**config.mk**
```make
export PLATFORM = sky130hd
export DESIGN_NAME = sfdi_smul
export DESIGN_NICKNAME = d
export VERILOG_FILES = /design/src/rtl/sfdi_pkg.sv /design/src/rtl/sfdi_smul.sv
export SDC_FILE = /design/constraint.sdc
export NUM_CORES = 1
export LEC_CHECK = 0
export BUFFER_PORTS_ARGS = -buffer_cell sky130_fd_sc_hd__buf_2
export CORE_MARGIN = 4
export CORE_UTILIZATION = 25
export CTS_CLUSTER_SIZE = 8
export DETAILED_ROUTE_END_ITERATION = 8
export GPL_TIMING_DRIVEN = 0
export REMOVE_ABC_BUFFERS = 1
export SYNTH_ARGS = -nofsm -noshare
export SYNTH_HDL_FRONTEND = slang
export SYNTH_SLANG_ARGS = --single-unit
```
**constraint.sdc**
```tcl
create_clock -name i_clk -period 2.4 [get_ports i_clk]
set_input_delay 0.36 -clock i_clk [delete_from_list [all_inputs] [get_ports i_clk]]
set_output_delay 0.36 -clock i_clk [all_outputs]
set_load 0.05 [all_outputs]
```
**src/rtl/sfdi_pkg.sv**
```systemverilog
`timescale 1ns / 1ps
// Shared constants and types for the stereo feedback delay with interpolated read.
// Used by sfdi_smul and stereo_feedback_delay_interp; depends on nothing.
package sfdi_pkg;

    localparam int DELAY_AW     = 19;
    localparam int MAX_DELAY    = 2 ** DELAY_AW;
    localparam int CH_W         = 3;
    localparam int MAX_CHANNELS = 2 ** CH_W;
    localparam int LINES        = 2;
    localparam int MEM_AW       = DELAY_AW + 1;

    localparam int SAMPLE_W = 24;
    localparam int GAIN_W   = 16;
    localparam int DELAY_W  = 27;
    localparam int FRAC_W   = 8;
    localparam int MCAND_W  = 32;
    localparam int MPLIER_W = GAIN_W;
    localparam int PROD_W   = MCAND_W + MPLIER_W;
    localparam int CNT_W    = $clog2(MPLIER_W);

    localparam logic [GAIN_W-1:0]  FEEDBACK_CAP   = 16'd64880;
    localparam logic [DELAY_W-1:0] DELAY_RESET    = 27'd61440;
    localparam logic [GAIN_W-1:0]  FEEDBACK_RESET = 16'd0;
    localparam logic [GAIN_W-1:0]  DRY_RESET      = 16'd8192;
    localparam logic [GAIN_W-1:0]  WET_RESET      = 16'd8192;

    typedef enum logic [1:0] {
        CFG_DELAY    = 2'd0,
        CFG_FEEDBACK = 2'd1,
        CFG_DRY      = 2'd2,
        CFG_WET      = 2'd3
    } t_cfg_idx;

    typedef struct packed {
        logic load;
        logic step;
    } t_mul_ctl;

endpackage

```
**src/rtl/sfdi_smul.sv**
```systemverilog
`timescale 1ns / 1ps
// Bit-serial shift-add multiplier: signed multiplicand times unsigned multiplier.
// One multiplier bit per cycle while step is high, LSB first; uses sfdi_pkg.
module sfdi_smul (
    input  logic                                i_clk,
    input  sfdi_pkg::t_mul_ctl                  i_ctl,
    input  logic signed [sfdi_pkg::MCAND_W-1:0] i_mcand,
    input  logic [sfdi_pkg::MPLIER_W-1:0]       i_mplier,
    output logic signed [sfdi_pkg::PROD_W-1:0]  o_product
);

    logic signed [sfdi_pkg::MCAND_W:0]   r_hi;
    logic [sfdi_pkg::MPLIER_W-1:0]       r_lo;
    logic signed [sfdi_pkg::MCAND_W-1:0] r_mcand;
    logic [sfdi_pkg::MPLIER_W-1:0]       r_mplier;
    logic signed [sfdi_pkg::MCAND_W:0]   sum;

    assign sum = r_hi + (r_mplier[0] ? {r_mcand[sfdi_pkg::MCAND_W-1], r_mcand}
                                     : {(sfdi_pkg::MCAND_W + 1){1'b0}});

    always_ff @(posedge i_clk) begin
        if (i_ctl.load) begin
            r_hi     <= '0;
            r_lo     <= '0;
            r_mcand  <= i_mcand;
            r_mplier <= i_mplier;
        end else if (i_ctl.step) begin
            r_hi     <= {sum[sfdi_pkg::MCAND_W], sum[sfdi_pkg::MCAND_W:1]};
            r_lo     <= {sum[0], r_lo[sfdi_pkg::MPLIER_W-1:1]};
            r_mplier <= {1'b0, r_mplier[sfdi_pkg::MPLIER_W-1:1]};
        end
    end

    assign o_product = {r_hi[sfdi_pkg::MCAND_W-1:0], r_lo};

endmodule

```
==> results.yml <==
logic_synthesis:
  netlist_instances: 522
  synthTopCellsByArea: "edfxtp_1 (27%), dfxtp_1 (18%), ha_1 (7.5%), mux2i_1 (4.9%), and2_1 (4.2%)"
  synth_area_um2: 5340
  synth_common_cells: "nor2_1 (51), dfxtp_1 (48), edfxtp_1 (48)"
  synthMostInstantiatedCell: "nor2_1"
  syn_avg_cell_area_um2: 10.2
  synthArstFlopShare_pct: 0
  ys_types: 66
  yosys_warnings: 0
  ys_ff_latch: 96
  synth_edf_count: 48
  synth_top_area_share_pct: 27.0
  synth_top_area_cell: "edfxtp_1"
  ys_seq_area_share_pct: 45.0
  synth_top_flop_cell: "edfxtp_1"
global_route:
  track_usage_pct: 11.8
  first_global_vias: 4288
  antenna_found_initial: 1
  grt_pass1_wl_um: 22600
  grt_remaining_overflow: 0
  grt_max_degree: 45
clock_tree:
  numCtsBuffers: 9
  cts_tree: "done"
  cts_htree_levels: 3
  ctsLongestPathBuffers: 2
  cts_sinks: 96
  clk_latency_ns: 0.35
  cts.clk_slew.worst_paths_ns: 0.07
  root_buffer: "clkbuf_16"
timing:
  finalCritPeriodShare_pct: 116
  maxSlewHeadroom_pct: 27.8
  whs_ns: 0.181
  hold_viol: 0
  finalSetupViolations: 22
  rsz0062_at_grt: "true"
  max_freq_mhz: 360
  period_needed_ns: 2.78
  setup_tns_ns: -4.40
  fin_skew_ns: 0.00700
  setup_slack_ns: -0.376
  worstMarginPinSlew_ns: 1.08
  drv_slew: 0
worst_setup_path:
  cp-end-kind: "register"
  crit_type: "register to register"
  r2r_end: "r_hi[29]"
  critical_path.startpoint_type: "register"
  ff2ff_setup_slack_ns: -0.38
  r2r_start: "r_mplier[0]"
  worst_r2r_path_depth: 12
  path_max_fanout: 3
  cp.required_ns: 2.64
  startpoint: "r_mplier[0]"
  crit_end: "r_hi[29]"
  cp.arrival_ns: 3.02
floorplanning:
  die_h_um: 154
  rows: 53
  core_um2: 21000
  die_x_um: 154
  io_pins: 99
  dieArea_um2: 23700
  initial_utilization_pct: 25.4
detailed_routing:
  wl_um: 14300
  drt_first_pass_iters: 4
  vias_per_cell: 4.66
  vias: 4320
  drt_iter0_markers: 232
  post_drt_wl_per_cell_um: 15.4
  ant_nets: 0
  drc: 0
pwr:
  p_leak_nw: 2.97
  power.total_mw: 4.86
  power_density_nw_per_um2: 676
  peakVddDrop_mv: 0.351
status:
  status: "finished, violations left"
  violations: "negative setup slack"
job:
  maxCapViolCount: 0
place:
  portBuffers: 98
  gp_congestion: 0.836
  dpl.hpwl_um: 9340
  dp_slack_ns: -1.26
  dp.cells: 873
  post_dp_cell_area_um2: 6080
layout:
  stdcell_area_um2: 7190
  instances_no_fill: 927
  final_nets: 730
  n_fill_cell: 2107
  area_growth_syn_to_layout_pct: 34.8
  drive_above_1_share_pct: 38.9
  post-route-util_pct: 34.2
worst_hold_path:
  worstHoldStart: "i_mcand[25]"
  hold_path_class: "input pin to register"
[registers in the layout, summed over array words and instances (netlist names)]
signal and flops:
r_mplier 16, r_hi 32, r_lo 16, r_mcand 32
[timing repair]
action | in CTS | in global routing
hold buffers | 0 | 0
setup buffers | 27 | 10
pin swaps | 38 | 28
gates resized for setup | 74 | 45
endpoints found under the setup margin | 29 | 42
[critical path, cell delays in order (launching register included)]
cell	delay, ns
edfxtp_1	0.41
buf_6	0.16
and2_4	0.16
ha_4	0.15
fa_2	0.38
a21oi_2	0.16
o211ai_1	0.12
a21oi_2	0.15
buf_6	0.13
a21oi_4	0.07
and4_1	0.21
or3_1	0.31
a32o_1	0.24
[power breakdown]
group          switching [mW]  leakage [nW]  internal [mW]
Sequential             0.0790         0.868           1.87
Clock                   0.619         0.154          0.942
Combinational           0.805          1.95          0.553
[layout by cell type (no fill, tap or decap), types with 4 or more instances in the layout]
cell / count
buf_2: 97
nor2_1: 50
dfxtp_1: 48
edfxtp_1: 48
nand2_1: 34
and2_1: 27
mux2i_1: 26
buf_4: 25
a21oi_1: 20
mux2_2: 15
a21o_1: 15
ha_4: 14
a21oi_2: 13
o21ai_1: 13
buf_6: 11
nand4_1: 10
ha_1: 10
and2_4: 9
inv_1: 9
o21ai_2: 9
xor2_1: 9
o21ai_0: 9
xnor2_1: 9
clkbuf_16: 9
ha_2: 8
nand3_1: 6
a21oi_4: 5
and3_1: 4
or3_1: 4
o21bai_1: 4
a211o_1: 4
[logic make-up after synthesis]
kind of cell	Yosys count	share of synthesized area (%)
and+or+nand+nor	173	16.3
AOI/OAI and AO/OA	127	16.6
DFF	96	45.0
muxes	41	8.04
adders and majority gates	33	7.88
buffers and inverters	32	2.81
xor gates and xnor gates	20	3.28
[per-layer routing]
metal | vias to the layer above | GRT usage (%) | wire length, um
li1 | 2164 | - | -
met1 | 2057 | 14.5 | 6350
met2 | 79 | 19.6 | 6820
met3 | 20 | 3.49 | 791
met4 | 0 | 4.71 | 316
met5 | - | 0 | 0
[area by class of cell]
| class | count | area, um^2 | share of cell area (%) |
|---|---|---|---|
| Multi-Input combinational cell | 394 | 3240 | 45.1 |
| Sequential cell | 96 | 2400 | 33.4 |
| Timing Repair Buffer | 136 | 852 | 11.8 |
| Tap cell | 275 | 344 | 4.78 |
| Clock buffer | 13 | 250 | 3.48 |
| Clock inverter | 3 | 65.1 | 0.905 |
| Inverter | 9 | 33.8 | 0.470 |
| Antenna cell | 1 | 2.50 | 0.0348 |
[how the worst min path moves through the flow]
stage | end | slack (ns) | depth (start not counted)
final | r_mcand[25] | 0.18 | 1
after global routing | r_mcand[31] | 0.16 | 1
after global placement | r_hi[22] | 0.46 | 2
after detailed placement | r_hi[30] | 0.47 | 2
after CTS | r_mcand[26] | 0.16 | 1
after floorplan | r_hi[0] | 0.43 | 1
Power figures use the tool's default switching activity.
